<file path="src/sv/stl_pkg.sv">
// stl_pkg: token kinds, scanner modes, token and push bundles, keyword table
// and character classes for the script token lexer.
// No dependencies; used by stl_scan, stl_tokq and script_token_lexer_top.
`timescale 1ns / 1ps
`default_nettype none

package stl_pkg;

  typedef enum logic [4:0] {
    K_END      = 5'd0,
    K_NUM      = 5'd1,
    K_STR      = 5'd2,
    K_IDENT    = 5'd3,
    K_LET      = 5'd4,
    K_PRINT    = 5'd5,
    K_IF       = 5'd6,
    K_REPEAT   = 5'd7,
    K_FUNCTION = 5'd8,
    K_KWEND    = 5'd9,
    K_PLUS     = 5'd10,
    K_MINUS    = 5'd11,
    K_STAR     = 5'd12,
    K_SLASH    = 5'd13,
    K_PCT      = 5'd14,
    K_LPAR     = 5'd15,
    K_RPAR     = 5'd16,
    K_COMMA    = 5'd17,
    K_ASSIGN   = 5'd18,
    K_EQ       = 5'd19,
    K_NEQ      = 5'd20,
    K_LT       = 5'd21,
    K_LE       = 5'd22,
    K_GT       = 5'd23,
    K_GE       = 5'd24,
    K_UNK      = 5'd25
  } kind_t;

  typedef enum logic [2:0] {
    M_IDLE  = 3'd0,
    M_NUM   = 3'd1,
    M_STR   = 3'd2,
    M_IDENT = 3'd3,
    M_EQ    = 3'd4,
    M_BANG  = 3'd5,
    M_LT    = 3'd6,
    M_GT    = 3'd7
  } mode_t;

  typedef struct packed {
    kind_t       kind;
    logic [31:0] value;
    logic [15:0] start;
    logic [6:0]  len;
    logic        last;
  } tok_t;

  // Up to two tokens handed from the scanner to the queue in one cycle.
  typedef struct packed {
    logic [1:0] cnt;
    tok_t       t0;
    tok_t       t1;
  } push_t;

  localparam int N_KW    = 6;
  localparam int Q_DEPTH = 8;

  localparam logic [7:0] CH_NUL   = 8'h00;
  localparam logic [7:0] CH_TAB   = 8'h09;
  localparam logic [7:0] CH_CR    = 8'h0D;
  localparam logic [7:0] CH_SPACE = 8'h20;
  localparam logic [7:0] CH_BANG  = 8'h21;
  localparam logic [7:0] CH_QUOTE = 8'h22;
  localparam logic [7:0] CH_PCT   = 8'h25;
  localparam logic [7:0] CH_LPAR  = 8'h28;
  localparam logic [7:0] CH_RPAR  = 8'h29;
  localparam logic [7:0] CH_STAR  = 8'h2A;
  localparam logic [7:0] CH_PLUS  = 8'h2B;
  localparam logic [7:0] CH_COMMA = 8'h2C;
  localparam logic [7:0] CH_MINUS = 8'h2D;
  localparam logic [7:0] CH_SLASH = 8'h2F;
  localparam logic [7:0] CH_LT    = 8'h3C;
  localparam logic [7:0] CH_EQ    = 8'h3D;
  localparam logic [7:0] CH_GT    = 8'h3E;

  function automatic logic ch_decimal(input logic [7:0] c);
    return (c >= 8'h30) && (c <= 8'h39);
  endfunction

  function automatic logic ch_letter(input logic [7:0] c);
    return ((c >= 8'h61) && (c <= 8'h7A)) || ((c >= 8'h41) && (c <= 8'h5A)) ||
           (c == 8'h5F);
  endfunction

  function automatic logic [3:0] kw_len(input logic [2:0] idx);
    logic [3:0] l;
    unique case (idx)
      3'd0:    l = 4'd3;
      3'd1:    l = 4'd5;
      3'd2:    l = 4'd2;
      3'd3:    l = 4'd6;
      3'd4:    l = 4'd8;
      3'd5:    l = 4'd3;
      default: l = 4'd0;
    endcase
    return l;
  endfunction

  // Keyword text, first character in the top byte; zero past the end.
  function automatic logic [7:0] kw_char(input logic [2:0] idx, input logic [7:0] pos);
    logic [63:0] w;
    logic [7:0]  ch;
    unique case (idx)
      3'd0:    w = {"let", 40'd0};
      3'd1:    w = {"print", 24'd0};
      3'd2:    w = {"if", 48'd0};
      3'd3:    w = {"repeat", 16'd0};
      3'd4:    w = "function";
      3'd5:    w = {"end", 40'd0};
      default: w = 64'd0;
    endcase
    if (pos < 8'd8) begin
      ch = w[8 * (7 - int'(pos[2:0])) +: 8];
    end else begin
      ch = 8'd0;
    end
    return ch;
  endfunction

endpackage

`default_nettype wire

</file>
<file path="src/sv/stl_scan.sv">
// stl_scan: front end of the lexer. Classifies each accepted byte, keeps the
// scanning state and hands zero, one or two finished tokens to the queue.
// Depends on stl_pkg.
`timescale 1ns / 1ps
`default_nettype none

module stl_scan #(
  parameter int MAX_TEXT_LEN = 127,
  parameter int MAX_DIGITS   = 31,
  parameter int MAX_SOURCE   = 65536
) (
  input  wire logic          clk,
  input  wire logic          rst_n,
  input  wire logic          take,
  input  wire logic [7:0]    src_byte,
  output stl_pkg::push_t     push
);

  localparam int RUN_MAX = (MAX_TEXT_LEN > MAX_DIGITS) ? MAX_TEXT_LEN : MAX_DIGITS;
  localparam int RUN_W   = $clog2(RUN_MAX + 1);
  localparam int POS_W   = $clog2(MAX_SOURCE);

  stl_pkg::mode_t   mode_r, mode_nxt;
  logic [RUN_W-1:0] run_r, run_nxt;
  logic [31:0]      acc_r, acc_nxt;
  logic [POS_W-1:0] start_r, start_nxt;
  logic [POS_W-1:0] pos_r, pos_nxt;
  logic [5:0]       kwc_r, kwc_nxt;

  logic [7:0]       c;
  logic [7:0]       run8;
  logic [POS_W:0]   pos_inc;
  logic [POS_W-1:0] pos_wrap;
  logic             c_dig, c_alp, c_ws, c_nul;
  logic [5:0]       kw_first, kw_step;

  // start-of-token decode
  stl_pkg::mode_t   st_mode;
  logic             st_emit;
  stl_pkg::kind_t   st_kind;

  // pending-token flush
  logic             fl_valid;
  stl_pkg::tok_t    fl_tok;
  stl_pkg::kind_t   id_kind;
  stl_pkg::kind_t   pair_kind;

  logic             cont, close_str, pair, restart;

  assign c        = src_byte;
  assign run8     = 8'(run_r);
  assign c_dig    = stl_pkg::ch_decimal(c);
  assign c_alp    = stl_pkg::ch_letter(c);
  assign c_ws     = (c == stl_pkg::CH_SPACE) || (c == stl_pkg::CH_TAB) ||
                    (c == stl_pkg::CH_CR);
  assign c_nul    = (c == stl_pkg::CH_NUL);
  assign pos_inc  = {1'b0, pos_r} + (POS_W+1)'(1);
  assign pos_wrap = (pos_inc >= (POS_W+1)'(MAX_SOURCE)) ? '0 : pos_inc[POS_W-1:0];

  always_comb begin
    for (int i = 0; i < stl_pkg::N_KW; i++) begin
      kw_first[i] = (stl_pkg::kw_char(3'(i), 8'd0) == c);
      kw_step[i]  = (run8 < 8'(stl_pkg::kw_len(3'(i)))) &&
                    (stl_pkg::kw_char(3'(i), run8) == c);
    end
  end

  always_comb begin
    st_mode = stl_pkg::M_IDLE;
    st_emit = 1'b0;
    st_kind = stl_pkg::K_UNK;
    priority if (c_ws) begin
      st_mode = stl_pkg::M_IDLE;
    end else if (c_dig) begin
      st_mode = stl_pkg::M_NUM;
    end else if (c == stl_pkg::CH_QUOTE) begin
      st_mode = stl_pkg::M_STR;
    end else if (c_alp) begin
      st_mode = stl_pkg::M_IDENT;
    end else begin
      priority case (c)
        stl_pkg::CH_EQ:    st_mode = stl_pkg::M_EQ;
        stl_pkg::CH_BANG:  st_mode = stl_pkg::M_BANG;
        stl_pkg::CH_LT:    st_mode = stl_pkg::M_LT;
        stl_pkg::CH_GT:    st_mode = stl_pkg::M_GT;
        stl_pkg::CH_PLUS:  begin st_emit = 1'b1; st_kind = stl_pkg::K_PLUS;  end
        stl_pkg::CH_MINUS: begin st_emit = 1'b1; st_kind = stl_pkg::K_MINUS; end
        stl_pkg::CH_STAR:  begin st_emit = 1'b1; st_kind = stl_pkg::K_STAR;  end
        stl_pkg::CH_SLASH: begin st_emit = 1'b1; st_kind = stl_pkg::K_SLASH; end
        stl_pkg::CH_PCT:   begin st_emit = 1'b1; st_kind = stl_pkg::K_PCT;   end
        stl_pkg::CH_LPAR:  begin st_emit = 1'b1; st_kind = stl_pkg::K_LPAR;  end
        stl_pkg::CH_RPAR:  begin st_emit = 1'b1; st_kind = stl_pkg::K_RPAR;  end
        stl_pkg::CH_COMMA: begin st_emit = 1'b1; st_kind = stl_pkg::K_COMMA; end
        default:           begin st_emit = 1'b1; st_kind = stl_pkg::K_UNK;   end
      endcase
    end
  end

  // Identifier kind: the lowest keyword still in the running whose length fits.
  always_comb begin
    id_kind = stl_pkg::K_IDENT;
    for (int i = stl_pkg::N_KW - 1; i >= 0; i--) begin
      if (kwc_r[i] && (run8 == 8'(stl_pkg::kw_len(3'(i))))) begin
        id_kind = stl_pkg::kind_t'(5'(stl_pkg::K_LET) + 5'(i));
      end
    end
  end

  always_comb begin
    fl_valid       = (mode_r != stl_pkg::M_IDLE);
    fl_tok         = '0;
    fl_tok.start   = 16'(start_r);
    fl_tok.len     = 7'd1;
    pair_kind      = stl_pkg::K_GE;
    unique case (mode_r)
      stl_pkg::M_IDLE:  fl_tok.kind = stl_pkg::K_END;
      stl_pkg::M_NUM:   begin
        fl_tok.kind  = stl_pkg::K_NUM;
        fl_tok.value = acc_r;
        fl_tok.len   = 7'(run_r);
      end
      stl_pkg::M_STR:   begin
        fl_tok.kind = stl_pkg::K_STR;
        fl_tok.len  = 7'(run_r);
      end
      stl_pkg::M_IDENT: begin
        fl_tok.kind = id_kind;
        fl_tok.len  = 7'(run_r);
      end
      stl_pkg::M_EQ:    begin fl_tok.kind = stl_pkg::K_ASSIGN; pair_kind = stl_pkg::K_EQ;  end
      stl_pkg::M_BANG:  begin fl_tok.kind = stl_pkg::K_UNK;    pair_kind = stl_pkg::K_NEQ; end
      stl_pkg::M_LT:    begin fl_tok.kind = stl_pkg::K_LT;     pair_kind = stl_pkg::K_LE;  end
      stl_pkg::M_GT:    begin fl_tok.kind = stl_pkg::K_GT;     pair_kind = stl_pkg::K_GE;  end
      default:          fl_tok.kind = stl_pkg::K_END;
    endcase
  end

  always_comb begin
    cont      = 1'b0;
    close_str = 1'b0;
    pair      = 1'b0;
    unique case (mode_r)
      stl_pkg::M_NUM:   cont = c_dig && (run_r < RUN_W'(MAX_DIGITS));
      stl_pkg::M_IDENT: cont = (c_alp || c_dig) && (run_r < RUN_W'(MAX_TEXT_LEN));
      stl_pkg::M_STR:   begin
        close_str = (c == stl_pkg::CH_QUOTE);
        cont      = !close_str && (run_r < RUN_W'(MAX_TEXT_LEN));
      end
      stl_pkg::M_EQ, stl_pkg::M_BANG, stl_pkg::M_LT, stl_pkg::M_GT:
        pair = (c == stl_pkg::CH_EQ);
      default: ;
    endcase
    restart = !cont && !close_str && !pair;
  end

  // next state
  always_comb begin
    mode_nxt  = mode_r;
    run_nxt   = run_r;
    acc_nxt   = acc_r;
    start_nxt = start_r;
    pos_nxt   = pos_r;
    kwc_nxt   = kwc_r;
    if (take) begin
      if (c_nul) begin
        mode_nxt  = stl_pkg::M_IDLE;
        run_nxt   = '0;
        acc_nxt   = '0;
        start_nxt = '0;
        pos_nxt   = '0;
        kwc_nxt   = '1;
      end else begin
        pos_nxt = pos_wrap;
        if (cont) begin
          run_nxt = run_r + RUN_W'(1);
          if (mode_r == stl_pkg::M_NUM) begin
            acc_nxt = {acc_r[28:0], 3'b000} + {acc_r[30:0], 1'b0} + {28'd0, c[3:0]};
          end
          if (mode_r == stl_pkg::M_IDENT) begin
            kwc_nxt = kwc_r & kw_step;
          end
        end else if (!restart) begin
          mode_nxt = stl_pkg::M_IDLE;
        end else begin
          mode_nxt = st_mode;
          if (!c_ws) begin
            start_nxt = pos_r;
          end
          unique case (st_mode)
            stl_pkg::M_NUM:   begin run_nxt = RUN_W'(1); acc_nxt = {28'd0, c[3:0]}; end
            stl_pkg::M_STR:   begin run_nxt = '0; start_nxt = pos_wrap; end
            stl_pkg::M_IDENT: begin run_nxt = RUN_W'(1); kwc_nxt = kw_first; end
            default: ;
          endcase
        end
      end
    end
  end

  // tokens out
  always_comb begin
    logic          a_emit, b_emit;
    stl_pkg::tok_t sec;
    a_emit    = 1'b0;
    b_emit    = 1'b0;
    sec       = '0;
    sec.start = 16'(pos_r);
    sec.len   = 7'd1;
    sec.last  = 1'b1;
    if (c_nul) begin
      a_emit   = fl_valid;
      b_emit   = 1'b1;
      sec.kind = stl_pkg::K_END;
      sec.len  = 7'd0;
    end else begin
      a_emit = (restart && fl_valid) || close_str;
      if (pair) begin
        b_emit    = 1'b1;
        sec.kind  = pair_kind;
        sec.start = 16'(start_r);
        sec.len   = 7'd2;
      end else begin
        b_emit   = restart && st_emit;
        sec.kind = st_kind;
      end
    end
    push = '0;
    if (take) begin
      if (a_emit) begin
        push.t0      = fl_tok;
        push.t0.last = !b_emit;
        push.t1      = sec;
        push.cnt     = b_emit ? 2'd2 : 2'd1;
      end else begin
        push.t0  = sec;
        push.cnt = b_emit ? 2'd1 : 2'd0;
      end
    end
  end

  always_ff @(posedge clk) begin
    if (!rst_n) begin
      mode_r  <= stl_pkg::M_IDLE;
      run_r   <= '0;
      acc_r   <= '0;
      start_r <= '0;
      pos_r   <= '0;
      kwc_r   <= '1;
    end else begin
      mode_r  <= mode_nxt;
      run_r   <= run_nxt;
      acc_r   <= acc_nxt;
      start_r <= start_nxt;
      pos_r   <= pos_nxt;
      kwc_r   <= kwc_nxt;
    end
  end

  a_nul_resets: assert property (@(posedge clk) disable iff (!rst_n)
    (take && c_nul) |=> (pos_r == '0) && (mode_r == stl_pkg::M_IDLE))
    else $error("scanner state not cleared after end of text");

  a_push_max: assert property (@(posedge clk) disable iff (!rst_n)
    push.cnt != 2'd3)
    else $error("more than two tokens from one byte");

  a_nul_end: assert property (@(posedge clk) disable iff (!rst_n)
    (take && c_nul) |->
      ((push.cnt == 2'd1) && (push.t0.kind == stl_pkg::K_END)) ||
      ((push.cnt == 2'd2) && (push.t1.kind == stl_pkg::K_END)))
    else $error("end of text did not close with an End token");

endmodule

`default_nettype wire

</file>
<file path="src/sv/stl_tokq.sv">
// stl_tokq: back end of the lexer. Token queue taking up to two tokens a
// cycle from the scanner and delivering one beat a cycle on the output
// while deq_stall is low. Depends on stl_pkg.
`timescale 1ns / 1ps
`default_nettype none

module stl_tokq (
  input  wire logic        clk,
  input  wire logic        rst_n,
  input  wire stl_pkg::push_t push,
  output logic             room,
  output logic             deq_valid,
  input  wire logic        deq_stall,
  output stl_pkg::tok_t    deq_tok
);

  localparam int QP_W = $clog2(stl_pkg::Q_DEPTH);

  stl_pkg::tok_t   mem_r [stl_pkg::Q_DEPTH];
  logic [QP_W-1:0] wr_ptr_r, wr_ptr_nxt;
  logic [QP_W-1:0] rd_ptr_r, rd_ptr_nxt;
  logic [QP_W:0]   cnt_r, cnt_nxt;
  logic [QP_W-1:0] wr_ptr_1;
  logic            pop;

  assign room      = rst_n && (cnt_r <= (QP_W+1)'(stl_pkg::Q_DEPTH - 2));
  assign deq_valid = rst_n && (cnt_r != '0);
  assign deq_tok   = mem_r[rd_ptr_r];
  assign pop       = deq_valid && !deq_stall;
  assign wr_ptr_1  = wr_ptr_r + QP_W'(1);

  always_comb begin
    wr_ptr_nxt = wr_ptr_r + QP_W'(push.cnt);
    rd_ptr_nxt = rd_ptr_r + QP_W'(pop);
    cnt_nxt    = cnt_r + (QP_W+1)'(push.cnt) - (QP_W+1)'(pop);
  end

  always_ff @(posedge clk) begin
    if (push.cnt != 2'd0) begin
      mem_r[wr_ptr_r] <= push.t0;
    end
    if (push.cnt == 2'd2) begin
      mem_r[wr_ptr_1] <= push.t1;
    end
  end

  always_ff @(posedge clk) begin
    if (!rst_n) begin
      wr_ptr_r <= '0;
      rd_ptr_r <= '0;
      cnt_r    <= '0;
    end else begin
      wr_ptr_r <= wr_ptr_nxt;
      rd_ptr_r <= rd_ptr_nxt;
      cnt_r    <= cnt_nxt;
    end
  end

  a_cnt_bound: assert property (@(posedge clk) disable iff (!rst_n)
    cnt_r <= (QP_W+1)'(stl_pkg::Q_DEPTH))
    else $error("token queue overfilled");

  a_push_room: assert property (@(posedge clk) disable iff (!rst_n)
    (push.cnt != 2'd0) |-> (cnt_r <= (QP_W+1)'(stl_pkg::Q_DEPTH - 2)))
    else $error("tokens pushed without two free slots");

endmodule

`default_nettype wire

</file>
<file path="src/sv/script_token_lexer_top.sv">
// script_token_lexer_top: streaming lexer, one source byte per input beat,
// one token per output beat. Instantiates stl_scan and stl_tokq; uses stl_pkg.
//
//   channel | direction | handshake          | payload
//   --------+-----------+--------------------+-------------------------------------------
//   in_     | into      | in_valid/in_stall  | source_byte
//   out_    | out of    | out_valid/out_stall| token_kind, number_value, start_offset,
//           |           |                    | text_length, last_of_run
//
// Flow: one input beat a cycle unless in_stall is high; the beat that completes a
//   token writes it to the queue, and the head is offered. Each byte gives 0, 1 or 2
//   tokens; the output drains one a cycle unless stalled, bounding the input rate.
// The token queue holds 8 entries; in_stall rises while fewer than two slots
//   are free, since a single byte may push two tokens at once.
// Reset: synchronous, active low; in_stall is held high and
//   out_valid low during reset, and no clearing pass follows.
`timescale 1ns / 1ps
`default_nettype none

module script_token_lexer_top #(
  parameter int MAX_TEXT_LEN = 127,
  parameter int MAX_DIGITS   = 31,
  parameter int MAX_SOURCE   = 65536
) (
  input  wire logic        clk,
  input  wire logic        rst_n,
  // source byte channel
  input  wire logic        in_valid,
  output logic             in_stall,
  input  wire logic [7:0]  in_source_byte,
  // token channel
  output logic             out_valid,
  input  wire logic        out_stall,
  output logic [4:0]       out_token_kind,
  output logic [31:0]      out_number_value,
  output logic [15:0]      out_start_offset,
  output logic [6:0]       out_text_length,
  output logic             out_last_of_run
);

  stl_pkg::push_t push;
  stl_pkg::tok_t  tok;
  logic           room;
  logic           take;

  // A byte beat is taken only when the queue can swallow the worst case of
  // two tokens, so the scanner itself never has to hold a byte back.
  assign in_stall = !room;
  assign take     = in_valid && room;

  // Front end: classification, run tracking, keyword filtering and number
  // accumulation (shift-and-add by ten, one digit a beat).
  stl_scan #(
    .MAX_TEXT_LEN (MAX_TEXT_LEN),
    .MAX_DIGITS   (MAX_DIGITS),
    .MAX_SOURCE   (MAX_SOURCE)
  ) u_scan (
    .clk      (clk),
    .rst_n    (rst_n),
    .take     (take),
    .src_byte (in_source_byte),
    .push     (push)
  );

  // Back end: token queue. The head entry is the output register, so a
  // stalled token stays put while the scanner keeps taking bytes.
  stl_tokq u_tokq (
    .clk       (clk),
    .rst_n     (rst_n),
    .push      (push),
    .room      (room),
    .deq_valid (out_valid),
    .deq_stall (out_stall),
    .deq_tok   (tok)
  );

  assign out_token_kind   = tok.kind;
  assign out_number_value = tok.value;
  assign out_start_offset = tok.start;
  assign out_text_length  = tok.len;
  assign out_last_of_run  = tok.last;

endmodule

`default_nettype wire

</file>
<file path="config.mk">
export PLATFORM = sky130hd
export DESIGN_NAME = script_token_lexer_top
export DESIGN_NICKNAME = d
export VERILOG_FILES = /design/src/sv/stl_pkg.sv /design/src/sv/stl_scan.sv /design/src/sv/stl_tokq.sv /design/src/sv/script_token_lexer_top.sv
export SDC_FILE = /design/constraint.sdc
export NUM_CORES = 1
export LEC_CHECK = 0
export BUFFER_PORTS_ARGS = -buffer_cell sky130_fd_sc_hd__buf_2
export CAP_MARGIN = 10
export CELL_PAD_IN_SITES_DETAIL_PLACEMENT = 1
export CELL_PAD_IN_SITES_GLOBAL_PLACEMENT = 1
export CORE_MARGIN = 3
export CORE_UTILIZATION = 48
export CTS_CLUSTER_DIAMETER = 150
export CTS_CLUSTER_SIZE = 30
export DETAILED_ROUTE_END_ITERATION = 10
export GPL_ROUTABILITY_DRIVEN = 0
export GPL_TIMING_DRIVEN = 0
export PLACE_DENSITY_LB_ADDON = 0.1
export REMOVE_ABC_BUFFERS = 1
export SYNTH_ARGS = -nofsm -noshare
export SYNTH_HDL_FRONTEND = slang
export SYNTH_HIERARCHICAL = 1
export SYNTH_SLANG_ARGS = --single-unit
</file>
<file path="constraint.sdc">
create_clock -name clk -period 7.8 [get_ports clk]
set_input_delay 0.39 -clock clk [delete_from_list [all_inputs] [get_ports clk]]
set_output_delay 0.39 -clock clk [all_outputs]
set_load 0.02 [all_outputs]
</file>
==> summary.md, run 1 <==
| Metric | Value |
|---|---|
| Met3 WL post-DR | `3.91 mm` |
| Worst slew pin tran | `1.20 ns` |
| I/O Pins | `75` |
| Vias | `21,000` |
| Initial antenna violation count | `1` |
| Post-layout util | `52.5%` |
| Cells after Synth | `2,455` |
| Ant. Diodes | `0` |
| Tcrit/Tclk final | `83.6%` |
| Clk slew on worst S/H paths | `0.13 ns` |
| Min cycle time layout | `6.52 ns` |
| # DRC | `0` |
| Setup Fix Bufs, Post-CTS | `0` |
| DIE AREA | `72,000 sq um` |
| Port bufs | `74` |
| Dpl hpwl | `59.6 mm` |
| First-pass GRT wire length | `142 mm` |
| Multi-input logic area | `15,600 sq um` |
| Clock tree buffer depth | `3` |
| FILL cells | `6,551` |
| Adder-cell share of the synthesized area | `3.20%` |
| Crit-path cells | `nand3_1 > nor2_1 > nor3_1 > a21o_1 > and2_1 > o31ai_1 > ha_1 > and2_1 > nor4b_1 > nand2_4 > o21ai_4 > buf_12 > buf_12` |
| Xor/xnor share of the synthesized area | `1.45%` |
| Unrepaired setup endpoints after global routing | `no` |
| # hold bufs at CTS | `0` |
| CP Capture Type | `flop` |
| Final Hold Fails | `0` |
| Top sig layer | `met4` |
| First-pass detailed-route iteration total | `6` |
| CTS resizes | `0` |
| Slew Viols, Final | `0` |
| Layout Nets | `2,535` |
| Setup-failing EPs final | `0` |
| Buf/Inv on CP | `2` |
| CTS sink count | `578` |
| Pwr dens | `166 nW/um^2` |
| Distinct cells, synth | `89` |
| Largest family of logic cells by synthesized area | `multiplexers` |
| Metal2 WL | `43.4 mm` |
| CORE AREA | `67,600 sq um` |
| Hold_ws | `0.280 ns` |
| FF/Latch Area | `16,500 sq um` |
| Max IR drop VDD | `0.143 mV` |
| CTS tree | `built` |
| FMAX | `0.153 GHz` |
| GR Overflow Total | `0` |
| Row count | `95` |
| Area delta synth->final | `7.50%` |
| EDFF count, synth | `488` |
| Post-synthesis compound-gate area fraction | `6.24%` |
| Status | `finished clean` |
| Seq/Total Area, Yosys | `49.8%` |
| Final WL | `92.9 mm` |
| Die W | `268 microns` |
| Max H-tree Level | `1` |
| CP Launch Type | `flop` |
| CTS Root Cell | `clkbuf_16` |
| CTS Buf Count | `23` |
| Die height | `268 microns` |
| Hold Crit Class | `in -> reg` |
| Max-Cap Viols | `0` |
| Slowest stage cell, crit path | `dfxtp_1` |
| Max-slew headroom | `19.1%` |
| DRT iter0 DRCs | `1,713` |
| Via density | `6.29` |
| Predominant post-synthesis flop cell | `edfxtp_1` |
| Final ANT Viol Nets | `0` |
| Initial core utilization | `48.8%` |
| WL met1 | `43.2 mm` |
| Post-Synth Simple-Gate Area | `7.53%` |
| CP max stage delay | `1.03 ns` |
| Mapped cell area | `33,000 sq um` |
| Proportion of layout cells with a drive suffix above 1 | `35.8%` |
| Seq cells post-synth | `578` |
| Critical path peak fanout | `27` |
| Largest net degree at the start of global routing | `52` |
| Critical path class | `reg -> reg` |
| Ys async rst share | `0%` |
| Syn avg cell area | `13.5 sq um` |
| Worst path top cell family by delay | `simple AND/OR/NAND/NOR gates` |
| Worst path arrival time | `6.83 ns` |
| Worst Clk Skew | `0.0338 ns` |
| Post-synthesis mux area share | `27.9%` |
| Ys Warns | `6` |
| Per-cell routed wire length | `27.9 microns` |
| Vias in the first global route | `22,200` |
| Worst-Skew Late Latency | `0.61 ns` |
| Req. time, crit path | `8.11 ns` |
| GRT Util Overall | `25.9%` |
| Leakage | `0.0130 uW` |
## tightest hold or removal path: stages
cell,delay (ns)
buf_2,0.28
nand2_1,0.12
a21oi_1,0.05
## cell type report
class,count,share of cell area [%]
clock buffers,40,1.80
clock inverters,2,0.109
inverters,26,0.275
multi-input cells,1682,44.0
flip-flops and latches,578,46.4
well taps,873,3.08
repair buffers,130,4.32
## through the flow
stage / cells / total power [uW] / cell area [sq um] / worst slack (ns) / setup TNS [ns]
global placement: 3233 / 4410 / 33500 / -14.56 / -5363.26
CTS: 3329 / 5950 / 35500 / 1.37 / 0
finish: 3331 / 5890 / 35500 / 1.28 / 0
global route: 3331 / 6120 / 35500 / 0.951 / 0
detailed placement: 3287 / 4400 / 34800 / 1.02 / 0
floorplan: 2286 / 4090 / 32000 / -0.401 / -39.44
## power breakdown
| part | internal [uW] | switching [uW] |
|---|---|---|
| Sequential | 3390 | 64.1 |
| Combinational | 370 | 511 |
| Clock | 579 | 980 |
| Total | 4340 | 1560 |
## synthesized netlist by cell type, types with 25 or more instances
cell type | count | share of area [%]
a21oi_1 | 96 | 1.5
and2_1 | 49 | 0.93
buf_2 | 46 | 0.70
buf_4 | 63 | 1.4
clkbuf_1 | 67 | 0.76
dfxtp_1 | 90 | 5.5
edfxtp_1 | 488 | 44
ha_1 | 78 | 3.0
inv_1 | 25 | 0.28
mux2_2 | 550 | 19
mux2i_1 | 28 | 0.85
mux4_2 | 122 | 8.3
nand2_1 | 139 | 1.6
nand3_1 | 60 | 0.91
nor2_1 | 101 | 1.1
o21ai_0 | 68 | 1.0
xnor2_1 | 28 | 0.74
## registers in the layout, summed over array words and instances, names as in the netlist
register and flops:
u_scan/pos_r 16, u_tokq/mem_r 488, u_tokq/cnt_r 4, u_scan/start_r 16, u_tokq/wr_ptr_r 3, u_scan/acc_r 32, u_scan/kwc_r 6, u_tokq/rd_ptr_r 3
u_scan/run_r 7, u_scan/mode_r 3
## metal layers
| layer | vias up | global-route usage, % |
|---|---|---|
| met5 | - | 0 |
| met4 | 0 | 6.63 |
| met3 | 100 | 1.78 |
| met2 | 499 | 42.0 |
| met1 | 11000 | 38.3 |
| li1 | 9395 | - |
## path summary, 6_finish.rpt
| kind | from | end | slack, ns | cells past startpoint |
|---|---|---|---|---|
| setup reg to reg | u_scan/run_r[2]$_SDFFE_PN0P_ | u_tokq/mem_r[5][54]$_DFFE_PP_ | 1.28 | 13 |
| hold / removal | in_source_byte[0] | u_scan/acc_r[0]$_SDFFE_PN0P_ | 0.28 | 3 |
| setup / recovery | u_scan/run_r[2]$_SDFFE_PN0P_ | u_tokq/mem_r[5][54]$_DFFE_PP_ | 1.28 | 13 |
| hold reg to reg | u_scan/start_r[13]$_SDFFE_PN0P_ | u_scan/start_r[13]$_SDFFE_PN0P_ | 0.50 | 2 |
## kinds of logic after synthesis
family,Yosys count
mux,700
flops,578
simple gates,490
compound gates,319
buf+inv,232
fa+ha+maj,82
xor+xnor,53
other cells,1
## cell usage in the layout, fill, tap and decap left out, types with 38 or more instances in the layout
cell      count
o21ai_0      64
edfxtp_1    488
nand2_1     135
buf_2        75
and2_1       49
mux2_2      550
conb_1       38
nand3_1      60
ha_1         78
mux4_2      122
a21oi_1      96
nor2_1       99
dfxtp_1      87
(Power assumes the default switching activity.)
==> inputs of run 2 (changes only) <==
--- a/config.mk
+++ b/config.mk
@@ -5,12 +5,13 @@
 export SDC_FILE = /design/constraint.sdc
 export NUM_CORES = 1
 export LEC_CHECK = 0
+export ABC_AREA = 1
 export BUFFER_PORTS_ARGS = -buffer_cell sky130_fd_sc_hd__buf_2
 export CAP_MARGIN = 10
 export CELL_PAD_IN_SITES_DETAIL_PLACEMENT = 1
 export CELL_PAD_IN_SITES_GLOBAL_PLACEMENT = 1
 export CORE_MARGIN = 3
-export CORE_UTILIZATION = 48
+export CORE_UTILIZATION = 47
 export CTS_CLUSTER_DIAMETER = 150
 export CTS_CLUSTER_SIZE = 30
 export DETAILED_ROUTE_END_ITERATION = 10
==> constraint.sdc (replaced) <==
create_clock -name clk -period 6.4 [get_ports clk]
set_input_delay 0.32 -clock clk [delete_from_list [all_inputs] [get_ports clk]]
set_output_delay 0.32 -clock clk [all_outputs]
set_load 0.02 [all_outputs]
==> run 2 against run 1 <==
Against the previous run: non-clock buffer count rose by 21; global-route usage rose by 7.1 points; die area rose by 22%; combinational power rose to 3.3 times the previous value; clock power rose by 27%; wire length rose by 58%; sequential share of layout area fell by 6.7 points; first-iteration DRC count rose by 88%; count of clock-buffer cells in the layout did not move.
==> summary.md, run 2 <==
| Metric | Value |
|---|---|
| Status | `finished clean` |
| Row count | `105` |
| Setup TNS | `0 ns` |
| Per-cell routed wire length | `22.9 microns` |
| Final Hold Fails | `0` |
| Final WL | `147 mm` |
| GRT Util Overall | `33.0%` |
| Setup-failing EPs final | `0` |
| Area delta synth->final | `5.04%` |
| Worst Clk Skew | `0.0540 ns` |
| Die W | `296 microns` |
| First-pass GRT wire length | `224 mm` |
| Ys async rst share | `0%` |
| CTS sink count | `578` |
| Biggest regs | `u_tokq/mem_r (488), u_scan/acc_r (32)` |
| Ant. Diodes | `0` |
| Seq cells post-synth | `578` |
| Req. time, crit path | `6.73 ns` |
| Slew Viols, Final | `0` |
| Switch share | `38.7%` |
| Worst-Skew Late Latency | `0.64 ns` |
| Largest net degree at the start of global routing | `140` |
| WHS Path Cells | `5` |
| Net Sw Power | `3590 uW` |
| # hold bufs at CTS | `0` |
| Hold Crit Class | `in -> reg` |
| Max-slew headroom | `26.1%` |
| Commonest cells post-synth | `nand2_1 (2,225), inv_1 (691), nand4_1 (518)` |
| Max FFs per register | `488` |
| CTS tree | `built` |
| Initial core utilization | `47.8%` |
| Logic pwr share | `31.8%` |
| Die height | `296 microns` |
| Slowest stage cell, crit path | `dfxtp_1` |
| CP Capture Type | `flop` |
| Cell taking the most area after synthesis | `edfxtp_1` |
| EDFF count, synth | `488` |
| Max H-tree Level | `1` |
| Critical path peak fanout | `32` |
| Distinct cells, synth | `49` |
| Critical path class | `reg -> reg` |
| Share of Yosys cell area claimed by the top area cell type | `37.1%` |
| Layout Nets | `5,424` |
| CTS Buf Count | `23` |
| Worst slew pin tran | `1.10 ns` |
| FMAX | `0.164 GHz` |
| First-pass detailed-route iteration total | `6` |
| Cells after Synth | `5,641` |
| Pwr dens | `223 nW/um^2` |
| Dpl ws | `-1.60 ns` |
| Final ANT Viol Nets | `0` |
| Syn avg cell area | `7.00 sq um` |
| P_int | `5680 uW` |
| DIE AREA | `87,600 sq um` |
| CP Launch Type | `flop` |
| Max IR drop VDD | `0.241 mV` |
| # DRC | `0` |
| Via density | `5.90` |
| CTS Root Cell | `clkbuf_16` |
| Worst path arrival time | `6.44 ns` |
| Unrepaired setup endpoints after global routing | `no` |
| FILL cells | `10,600` |
| Mapped cell area | `39,500 sq um` |
| Seq/Total Area, Yosys | `41.7%` |
| Register bank with the most flops | `u_tokq/mem_r` |
| Commonest non-fill, non-tap cell in the layout | `nand2_1` |
| Clock tree buffer depth | `3` |
| Vias in the first global route | `38,000` |
| Initial antenna violation count | `1` |
| Min cycle time layout | `6.11 ns` |
| Clk slew on worst S/H paths | `0.13 ns` |
| Main area contributors after synthesis | `edfxtp_1 (37%), nand2_1 (21%), nand4_1 (8.2%)` |
| Proportion of layout cells with a drive suffix above 1 | `4.81%` |
| DRT iter0 DRCs | `3,228` |
| I/O Pins | `75` |
| Most Frequent Cell on Critical Path | `buf_12` |
| Cells on worst reg2reg path | `24` |
| Final setup margin | `0.289 ns` |
| GR Overflow Total | `0` |
| Clk pwr share | `21.3%` |
| Dpl hpwl | `90.4 mm` |
| CORE AREA | `82,600 sq um` |
| Max-Cap Viols | `0` |
| CP max stage delay | `0.50 ns` |
| Vias | `37,900` |
| Ys Warns | `6` |
| Sequential share of power | `46.8%` |
| Crit-path cells | `inv_1 > nor2_1 > nand2_1 > nor2_4 > inv_2 > nand4_4 > nand2_4 > nand2_4 > nand2_4 > ha_1 > nand2_1 > inv_1 > inv_1 > nand2_2 > nor2_4 > buf_12 > buf_16 > buf_12 > buf_16 > nand3_4 > buf_12 > o21ai_4 > buf_12 > buf_12` |
| Most frequent cells in the layout | `nand2_1 (2,224), inv_1 (691), nand4_1 (518), edfxtp_1 (488), nand3_1 (387)` |
| Most common cell in the netlist | `nand2_1` |
| Predominant post-synthesis flop cell | `edfxtp_1` |
| Leakage | `0.0201 uW` |
| Tcrit/Tclk final | `95.5%` |
| Port bufs | `74` |
## run 2: changes by cell type after synthesis, moves of 45 or more
cell / previous run / this run
buf_2: 46 / 233
clkbuf_1: 67 / 143
clkbuf_2: 0 / 56
nand4_1: 19 / 518
mux4_2: 122 / 0
nand2_1: 139 / 2225
inv_1: 25 / 691
nand3_1: 60 / 389
mux2_2: 550 / 0
nor2_1: 101 / 235
and2_1: 49 / 4
## run 2: path summary, 6_finish.rpt
check / startpoint / to / slack (ns)
worst min register to register: u_scan/start_r[4]$_SDFFE_PN0P_ / u_scan/start_r[4]$_SDFFE_PN0P_ / 0.49
worst min-delay path: in_source_byte[0] / u_scan/acc_r[0]$_SDFFE_PN0P_ / 0.20
worst max register to register: u_scan/mode_r[1]$_SDFFE_PN0P_ / u_tokq/mem_r[0][45]$_DFFE_PP_ / 0.29
worst max-delay path: u_scan/mode_r[1]$_SDFFE_PN0P_ / u_tokq/mem_r[0][45]$_DFFE_PP_ / 0.29
## run 2: kinds of logic (layout without fill, tap and decap cells)
family	Yosys count	in the layout	synth area share (%)
xor gates and xnor gates	37	37	0.820
buffers and inverters	1241	903	13.4
DFF	578	578	41.7
and+or+nand+nor	3459	3466	38.3
adders and majority gates	82	82	2.67
AOI/OAI and AO/OA	243	243	3.23
other	1	38	0.00949
## run 2: routing by layer
layer  track usage, %  part of all wire (%)  up-vias
li1                 -                     -    17500
met1             44.0                    42    18600
met2             55.8                    47     1434
met3             3.50                   7.5      338
met4             11.9                   4.0        2
met5                0                0.0075        -
## run 2: metrics by stage
step | total power, uW | hold slack (ns) | std cells | cell area (sq um) | utilization (%)
2_1_floorplan | 6190 | 0.404 | 5147 | 37000 | -
3_3_place_gp | 7250 | 0.457 | 6291 | 38700 | 46.9
3_5_place_dp | 7300 | 0.469 | 6363 | 40700 | 49.3
4_1_cts | 9250 | 0.162 | 6412 | 41400 | 50.2
5_1_grt | 9670 | 0.217 | 6417 | 41500 | 50.2
6_report | 9270 | 0.197 | 6417 | 41500 | 50.2
## run 2: final cells by class
type | instances | area [sq um] | share of cell area [%]
sequential | 578 | 16500 | 39.7
tap | 1070 | 1340 | 3.23
clock inverter | 2 | 38.8 | 0.0935
inverter | 710 | 2690 | 6.49
clock buffer | 40 | 639 | 1.54
timing repair buffer | 151 | 2120 | 5.11
multi-input combinational | 3866 | 18200 | 43.9
## run 2: timing repair
action,CTS,global route
gates cloned,4,3
resized for setup,2,1
pin swaps,3,0
setup endpoints to repair,374,71
buffers inserted,3,1
## run 2: power by group through the flow
stage / logic (uW) / clock network, uW / registers (uW)
2_1_floorplan: 1710 / 0 / 4480
3_3_place_gp: 2630 / 0 / 4630
3_5_place_dp: 2880 / 0 / 4420
4_1_cts: 2900 / 2010 / 4340
5_1_grt: 3210 / 2110 / 4350
6_report: 2950 / 1980 / 4340
## run 2: critical path: cells and delay by family, from the launching register on
kind                       cells  cell delay, ns
buffers and inverters         11            2.26
and+or+nand+nor               11            2.14
DFF                            1            0.50
adders and majority gates      1            0.36
AOI/OAI and AO/OA              1            0.36
